`src/lost_pkg.sv`:
```
// ---------------------------------------------------------------------------
// LRU open slot tracker package
// Shared widths, command codes, payload types and the control word that is
// broadcast to every cell of the recency list.
// ---------------------------------------------------------------------------
package lost_pkg;

   localparam int unsigned ID_W    = 8;
   localparam int unsigned SLOTS   = 16;
   localparam int unsigned CNT_W   = 5;
   localparam int unsigned LIMIT_W = 5;

   localparam logic [LIMIT_W-1:0] LIMIT_RESET = LIMIT_W'(SLOTS);

   typedef enum logic [0:0] {
      CMD_TOUCH  = 1'b0,
      CMD_REMOVE = 1'b1
   } cmd_type;

   typedef struct packed {
      cmd_type           command;
      logic [ID_W-1:0]   resource_id;
   } req_type;

   typedef struct packed {
      logic              evicted_valid;
      logic [ID_W-1:0]   evicted_id;
      logic [CNT_W-1:0]  open_count;
   } rsp_type;

   typedef struct packed {
      logic              touch;
      logic              remove;
      logic              found;
      logic              evict;
      logic [ID_W-1:0]   id;
   } cell_ctrl_type;

endpackage

```
`src/lost_cell.sv`:
```
// ---------------------------------------------------------------------------
// LRU list cell
// One position of the recency list. It compares its id with the broadcast
// id and takes its next value from either neighbor or keeps its own.
// ---------------------------------------------------------------------------
module lost_cell (
   input  logic                          clock,
   input  logic                          reset,
   input  lost_pkg::cell_ctrl_type       ctrl,
   input  logic [lost_pkg::ID_W-1:0]     left_id,
   input  logic                          left_valid,
   input  logic                          left_before,
   input  logic [lost_pkg::ID_W-1:0]     right_id,
   input  logic                          right_valid,
   output logic [lost_pkg::ID_W-1:0]     id,
   output logic                          valid,
   output logic                          before_out,
   output logic [lost_pkg::ID_W-1:0]     tail_id
);
   import lost_pkg::*;

   logic [ID_W-1:0] id_ff;
   logic [ID_W-1:0] id_in;
   logic            valid_ff;
   logic            valid_in;
   logic            match;
   logic            shift;

   assign match      = valid_ff && (id_ff == ctrl.id);
   assign before_out = left_before | match;
   assign id         = id_ff;
   assign valid      = valid_ff;
   assign tail_id    = (valid_ff && !right_valid) ? id_ff : '0;

   always_comb begin
      id_in    = id_ff;
      valid_in = valid_ff;
      shift    = ctrl.found ? !left_before : (ctrl.evict ? valid_ff : left_valid);
      if (ctrl.touch) begin
         if (shift) begin
            id_in = left_id;
         end
         if (!ctrl.found && !ctrl.evict) begin
            valid_in = valid_ff | left_valid;
         end
      end else if (ctrl.remove && ctrl.found) begin
         if ((left_before || match) && right_valid) begin
            id_in = right_id;
         end
         valid_in = right_valid;
      end
   end

   always_ff @(posedge clock) begin
      id_ff <= id_in;
      if (reset) begin
         valid_ff <= 1'b0;
      end else begin
         valid_ff <= valid_in;
      end
   end

endmodule

```
`src/lru_open_slot_tracker_top.sv`:
```
// ---------------------------------------------------------------------------
// LRU open slot tracker
// Keeps a recency-ordered list of open resource ids as a row of cells,
// moves touched ids to the front and evicts the least recent one when full.
// ---------------------------------------------------------------------------
// Usage:
// A request is a transfer on req_data when start is high and busy is low.
// Command touch moves the id to the most recent place, inserting it and
// evicting the least recent id if it holds max_open (clamped 1..16) or more.
// Command remove unlinks the id if it is listed.
// Every request gives exactly one response on rsp_data, marked by rsp_valid
// for one cycle, in the cycle after the request transfer. busy stays low,
// so a new request may be given in every cycle: one item per cycle, as each
// request is one broadcast compare and shift across the sixteen cells.
// The receiver cannot stall; each response must be taken when shown.
// csr_data sets max_open on a csr_valid transfer; csr_ready is always high.
// Write it only while no request is outstanding.
// Reset empties the list, clears the count and sets max_open to sixteen.
// ---------------------------------------------------------------------------
module lru_open_slot_tracker_top (
   input  logic                           clock,
   input  logic                           reset,
   input  logic                           start,
   output logic                           busy,
   input  lost_pkg::req_type              req_data,
   output logic                           rsp_valid,
   output lost_pkg::rsp_type              rsp_data,
   input  logic                           csr_valid,
   output logic                           csr_ready,
   input  logic [lost_pkg::LIMIT_W-1:0]   csr_data
);
   import lost_pkg::*;

   logic [LIMIT_W-1:0] max_open_ff;
   logic [CNT_W-1:0]   occ_ff;
   logic [CNT_W-1:0]   occ_in;
   logic               rsp_valid_ff;
   rsp_type            rsp_data_ff;
   rsp_type            rsp_data_in;
   logic [CNT_W-1:0]   limit;
   logic               accept;
   logic               found;
   logic [ID_W-1:0]    evict_id;
   cell_ctrl_type      ctrl;

   logic [ID_W-1:0]    slot_id    [SLOTS+1];
   logic               slot_valid [SLOTS+1];
   logic               hit_seen   [SLOTS+1];
   logic [ID_W-1:0]    tail_id    [SLOTS];

   assign busy      = 1'b0;
   assign csr_ready = 1'b1;
   assign accept    = start && !busy;
   assign rsp_valid = rsp_valid_ff;
   assign rsp_data  = rsp_data_ff;

   always_comb begin
      if (max_open_ff == '0) begin
         limit = CNT_W'(1);
      end else if (max_open_ff > LIMIT_W'(SLOTS)) begin
         limit = CNT_W'(SLOTS);
      end else begin
         limit = CNT_W'(max_open_ff);
      end
   end

   assign found = hit_seen[SLOTS];

   always_comb begin
      ctrl.touch  = accept && (req_data.command == CMD_TOUCH);
      ctrl.remove = accept && (req_data.command == CMD_REMOVE);
      ctrl.found  = found;
      ctrl.evict  = ctrl.touch && !found && (occ_ff >= limit);
      ctrl.id     = req_data.resource_id;
   end

   assign slot_id[SLOTS]    = '0;
   assign slot_valid[SLOTS] = 1'b0;
   assign hit_seen[0]       = 1'b0;

   for (genvar i = 0; i < SLOTS; i++) begin : g_cell
      logic [ID_W-1:0] left_id;
      logic            left_valid;
      if (i == 0) begin : g_head
         assign left_id    = req_data.resource_id;
         assign left_valid = 1'b1;
      end else begin : g_body
         assign left_id    = slot_id[i-1];
         assign left_valid = slot_valid[i-1];
      end
      lost_cell u_cell (
         .clock       (clock),
         .reset       (reset),
         .ctrl        (ctrl),
         .left_id     (left_id),
         .left_valid  (left_valid),
         .left_before (hit_seen[i]),
         .right_id    (slot_id[i+1]),
         .right_valid (slot_valid[i+1]),
         .id          (slot_id[i]),
         .valid       (slot_valid[i]),
         .before_out  (hit_seen[i+1]),
         .tail_id     (tail_id[i])
      );
   end

   always_comb begin
      evict_id = '0;
      for (int i = 0; i < SLOTS; i++) begin
         evict_id = evict_id | tail_id[i];
      end
   end

   always_comb begin
      occ_in = occ_ff;
      if (ctrl.touch && !found && !ctrl.evict) begin
         occ_in = occ_ff + CNT_W'(1);
      end else if (ctrl.remove && found) begin
         occ_in = occ_ff - CNT_W'(1);
      end
      rsp_data_in.evicted_valid = ctrl.evict;
      rsp_data_in.evicted_id    = ctrl.evict ? evict_id : '0;
      rsp_data_in.open_count    = occ_in;
   end

   always_ff @(posedge clock) begin
      if (reset) begin
         max_open_ff  <= LIMIT_RESET;
         occ_ff       <= '0;
         rsp_valid_ff <= 1'b0;
      end else begin
         if (csr_valid && csr_ready) begin
            max_open_ff <= csr_data;
         end
         occ_ff       <= occ_in;
         rsp_valid_ff <= accept;
      end
   end

   always_ff @(posedge clock) begin
      if (accept) begin
         rsp_data_ff <= rsp_data_in;
      end
   end

endmodule
```
`config.mk`:
```
export PLATFORM = sky130hd
export DESIGN_NAME = lru_open_slot_tracker_top
export DESIGN_NICKNAME = d
export VERILOG_FILES = /design/src/lost_pkg.sv /design/src/lost_cell.sv /design/src/lru_open_slot_tracker_top.sv
export SDC_FILE = /design/constraint.sdc
export NUM_CORES = 1
export LEC_CHECK = 0
export ABC_AREA = 1
export ABC_CLOCK_PERIOD_IN_PS = 6870
export BUFFER_PORTS_ARGS = -buffer_cell sky130_fd_sc_hd__buf_2
export CAP_MARGIN = 20
export CORE_MARGIN = 3
export CORE_UTILIZATION = 45
export DETAILED_ROUTE_END_ITERATION = 8
export GPL_TIMING_DRIVEN = 0
export PLACE_DENSITY = 0.72
export SKIP_LAST_GASP = 1
export SYNTH_ARGS = -nofsm -noshare
export SYNTH_HDL_FRONTEND = slang
export SYNTH_HIERARCHICAL = 1
export SYNTH_SLANG_ARGS = --single-unit
```
`constraint.sdc`:
```
create_clock -name clock -period 6.87 [get_ports clock]
set_input_delay 0.687 -clock clock [delete_from_list [all_inputs] [get_ports clock]]
set_output_delay 0.687 -clock clock [all_outputs]
set_load 0.005 [all_outputs]
```
# Word level (Yosys, flattened, before mapping)
# Cells that the tools add are included.
[totals]
wordCells = 413
reg_bits = 169
output_inout_bits = 17
[classes]
n_reduce_logical = 133
n_addsub = 2
bitwise_logic = 46
magnitude_cmp = 2
muxes = 160
eq_ne = 32
[op_table]
columns = ["cell", "count"]
rows = [
  ["$mux 8", 76],
  ["$eq 8x8->1", 16],
  ["$or 8x8->8", 15],
  ["$mux 1", 80],
  ["$logic_and 1x1->1", 53],
  ["$reduce_and 3->1", 15],
  ["$logic_not 1->1", 32],
  ["$ne 2x1->1 const B", 16],
  ["$reduce_bool 2->1", 16],
  ["$or 1x1->1", 30],
  ["$mux 5", 4],
  ["$logic_or 1x1->1", 14],
  ["$add 5x1->5 const B", 1],
  ["$ge 5x5->1", 1],
  ["$gt 5x5->1 const B", 1],
  ["$logic_not 5->1", 1],
  ["$sub 5x1->5 const B", 1],
  ["$reduce_and 2->1", 2],
  ["$not 1->1", 1],
]

# Logic depth before layout (Yosys ltp)
[logic_depth]
word_depth = 24
depth_mapped = 46

# Cells and area by module
# Netlist, hierarchy kept.
[modules_own_cells]
columns = ["module", "n_inst", "area_per_inst_um2", "cells_per_inst"]
rows = [
  ["lost_cell", 16, 663.1, 100],
  ["lru_open_slot_tracker_top", 1, 1621.6, 200],
]

# Worst setup path after synthesis
# OpenSTA, ideal clock, no wires.
[synth_timing]
path_type = "input -> register"
from = "in req_data[0] (netlist bit)"
to = "reg g_cell[15].u_cell.id_ff[0], enable pin"
required_ns = 6.541
arrival_time_ns = 4.956
setup_time_ns = 0.329
setup_slack_ns = 1.585
stages = 42
path_buffers = 0
cell_sequence = "or2_0 > nand3_1 > nor2_1 > nand2_1 > nand2_2 > inv_1 > nand2_2 > inv_1 > nand2_2 > inv_1 > nand2_2 > inv_1 > nand2_2 > inv_1 > nand2_2 > inv_1 > nand2_2 > inv_1 > [6 not listed] > nand2_2 > inv_1 > nand2_2 > inv_1 > nand2_2 > inv_1 > nand2_2 > inv_1 > nand2_2 > inv_1 > nand2_2 > nor3_4 > nand2_2 > inv_4 > inv_1 > o21ai_0 > o21ai_0 > nand2_1"
[synth_lines]
columns = ["item", "line", "source"]
rows = [
  ["start, declared", "lru_open_slot_tracker_top.sv:25", "input lost_pkg::req_type req_data,"],
  ["end signal, assigned", "lost_cell.sv:55", "id_ff <= id_in;"],
  ["end, declared", "lost_cell.sv:22", "logic [ID_W-1:0] id_ff;"],
]

==> impl_metrics.csv <==
group,metric,value,unit
status,run_status,"finished clean",
drt,drc_errors,0,
clocking,cts.reportedPaths.clkPinSlew,70,ps
drt,dr_wl_met2,16200,um
timing,finalMaxSlewViolations,0,
floorplanning,die_x,171,um
worst_setup_path,critical_path.max_fanout,41,
timing,rsz0062_at_grt,"false",
timing,fin_crit,6180,ps
drt,wl,34600,um
timing,max_freq,0.162,GHz
placement,gp_congestion,0.910,
floorplanning,initial_core_util,46.4,%
clocking,clock_latency,430,ps
timing,fin_worst_skew,10.4,ps
clocking,cts_setup_buffers,0,
drt,vias_per_cell,5.18,
clocking,hold_buffers,0,
placement,io_buffers,32,
worst_setup_path,critPathRequiredTime,6980,ps
timing,fin_crit_sh,90.0,%
drt,drt-initial-drc-count,1203,
power,powerDensity,184,mW/mm^2
timing,hold_violations,0,
clocking,htreeDepth,4,
worst_setup_path,worstPathArrival,6290,ps
clocking,cts_buffer_depth,2,
final_layout,final_nets,1891,
global_route,grt_pass1_wl,55700,um
worst_setup_path,worst-setup-path-type,"in2reg",
floorplanning,die-height,171,um
worst_setup_path,crit_slowest_cell,"buf_2",
global_route,grt_pass1_vias,10800,
timing,tightest_slew,1010,ps
final_layout,antennaDiodeCount,0,
synth,syn_inst,1800,
hold_path,hp-class,"in2reg",
final_layout,syn_to_final_growth,10.3,%
floorplanning,placementRows,59,
global_route,grt_overflow_total,0,
synth,ys_seq_area_share,39.3,%
placement,dp_hpwl,25100,um
drt,topRoutingLayerUsed,"met4",
final_layout,drive_gt1_share,11.4,%
global_route,grtUsageTotal,24.1,%
worst_setup_path,crit_path_start_kind,"primary input",
drt,wl_per_cell,15.6,um
drt,ant_nets,0,
placement,place_area,0.0129,mm^2
timing,tns,0,ps
power,p_leak,0.00651,uW
timing,finalSetupViolCount,0,
floorplanning,fp.coreArea,0.0264,mm^2
clocking,cts.sinks,169,
worst_setup_path,crit_top_cell,"inv_1",
clocking,cts_tree,"done",
synth,avgSynthCellArea,6.80,um^2
clocking,cts_resized,0,
timing,slew_headroom,32.9,%
synth,yosysUniqueCellTypes,33,
drt,vias,11500,
synth,synth_area,0.0122,mm^2
floorplanning,io_pins,35,
worst_setup_path,cp-startpoint,"req_data[7]",
global_route,grt_max_degree,42,
hold_path,hp-start,"csr_data[4]",
global_route,antenna_found_initial,0,
worst_setup_path,reg2reg_from,"g_cell[0].u_cell/id[7]",
clocking,cts_buffers,17,
drt,first_pass_iters,5,
worst_setup_path,end_kind,"flip-flop",
hold_path,holdPathStages,3,
worst_setup_path,r2r_cells,47,
drt,wl_met1,15000,um
flow_run,maxCapViolations,0,
clocking,cts-root-buf,"clkbuf_16",
synth,synth_warnings,6,
power,vdd_drop_max,0.141,mV
floorplanning,die_area,0.0292,mm^2
synth,ys_ff_latch,169,
drt,routed-wl-met3,2320,um
worst_setup_path,critPathMaxStageDelay,630,ps
final_layout,final_cell_area,0.0135,mm^2
==> state kept, by name (all words and copies together), names as in the netlist <==
name / count
occ_ff: 5
g_cell.u_cell/valid: 16
rsp_valid: 1
max_open_ff: 5
rsp_data: 14
g_cell.u_cell/id: 128
==> worst max-delay path: cells and delay by family <==
family	cells	cell delay, ps
AOI/OAI and AO/OA	2	290
buffers and inverters	20	2590
and+or+nand+nor	25	2630
==> synthesized netlist by cell type (all sizes together) <==
master / count / area share (%)
inv: 323 / 11
or2: 16 / 0.82
nor3: 1 / 0.13
o21ai: 72 / 2.9
clkinv: 1 / 0.041
edfxtp: 142 / 35
nor2: 194 / 6.1
xnor2: 33 / 2.4
clkbuf: 1 / 0.031
nand3: 52 / 3.8
ha: 7 / 0.72
nand2: 782 / 25
xor2: 4 / 0.29
conb: 2 / 0.061
dfxtp: 27 / 4.4
a21oi: 54 / 2.7
nor4: 32 / 1.6
nand4: 30 / 1.7
buf: 19 / 1.6
and2: 8 / 0.41
==> per-stage QoR <==
step | cells | hold slack (ps) | power [uW] | worst slack [ps] | utilization [%]
floorplan | 1813 | 475 | 1440 | 1580 | -
global placement | 2180 | 505 | 1540 | -252 | 48.8
detailed placement | 2182 | 515 | 1550 | 433 | 49.0
CTS | 2214 | 461 | 2490 | 817 | 51.2
global route | 2214 | 494 | 2580 | 206 | 51.2
finish | 2214 | 479 | 2480 | 690 | 51.2
==> layout by cell type, fill, tap and decap left out, drive strengths merged <==
| cell type | n |
|---|---|
| a21oi | 54 |
| and2 | 8 |
| buf | 53 |
| bufinv | 1 |
| clkbuf | 20 |
| clkinv | 9 |
| clkinvlp | 1 |
| conb | 15 |
| dfxtp | 27 |
| edfxtp | 142 |
| ha | 7 |
| inv | 326 |
| nand2 | 782 |
| nand3 | 52 |
| nand4 | 30 |
| nor2 | 194 |
| nor3 | 1 |
| nor4 | 32 |
| o21ai | 72 |
| or2 | 16 |
| xnor2 | 33 |
| xor2 | 4 |
==> cell type report <==
type | count | area [um^2]
Tap cell | 335 | 419
Clock buffer | 19 | 453
Buffer | 20 | 204
Sequential cell | 169 | 4800
Inverter | 324 | 1300
Multi-Input combinational cell | 1300 | 5980
Timing Repair Buffer | 34 | 208
Fill cell | 2513 | 12900
Clock inverter | 13 | 119
==> path summary, 6_finish.rpt <==
kind                        endpoint  slack [ps]
max           g_cell[8].u_cell/id[3]         690
min                   max_open_ff[4]         480
max reg2reg   g_cell[8].u_cell/id[3]        1140
min reg2reg  g_cell[15].u_cell/valid         530
==> cells by family (layout without fill, tap and decap cells) <==
kind of cell,Yosys count,count (layout),share of synthesized area [%]
XOR/XNOR,37,37,2.65
AO/OA/AOI/OAI,126,126,5.65
flip-flops,169,169,39.3
buffers and inverters,344,410,12.3
adder cells (fa/ha/maj),7,7,0.716
other,2,15,0.0614
AND/OR/NAND/NOR,1115,1115,39.4
==> power by group <==
group,internal [uW],switching (uW)
Sequential,1150,35.5
Combinational,114,235
Clock,522,424
==> routing by layer <==
| layer | GRT usage (%) | vias to the layer above |
|---|---|---|
| li1 | - | 5687 |
| met1 | 32.4 | 5238 |
| met2 | 39.9 | 458 |
| met3 | 3.86 | 85 |
| met4 | 8.40 | 0 |
| met5 | 0 | - |
Power figures use the tool's default switching activity.
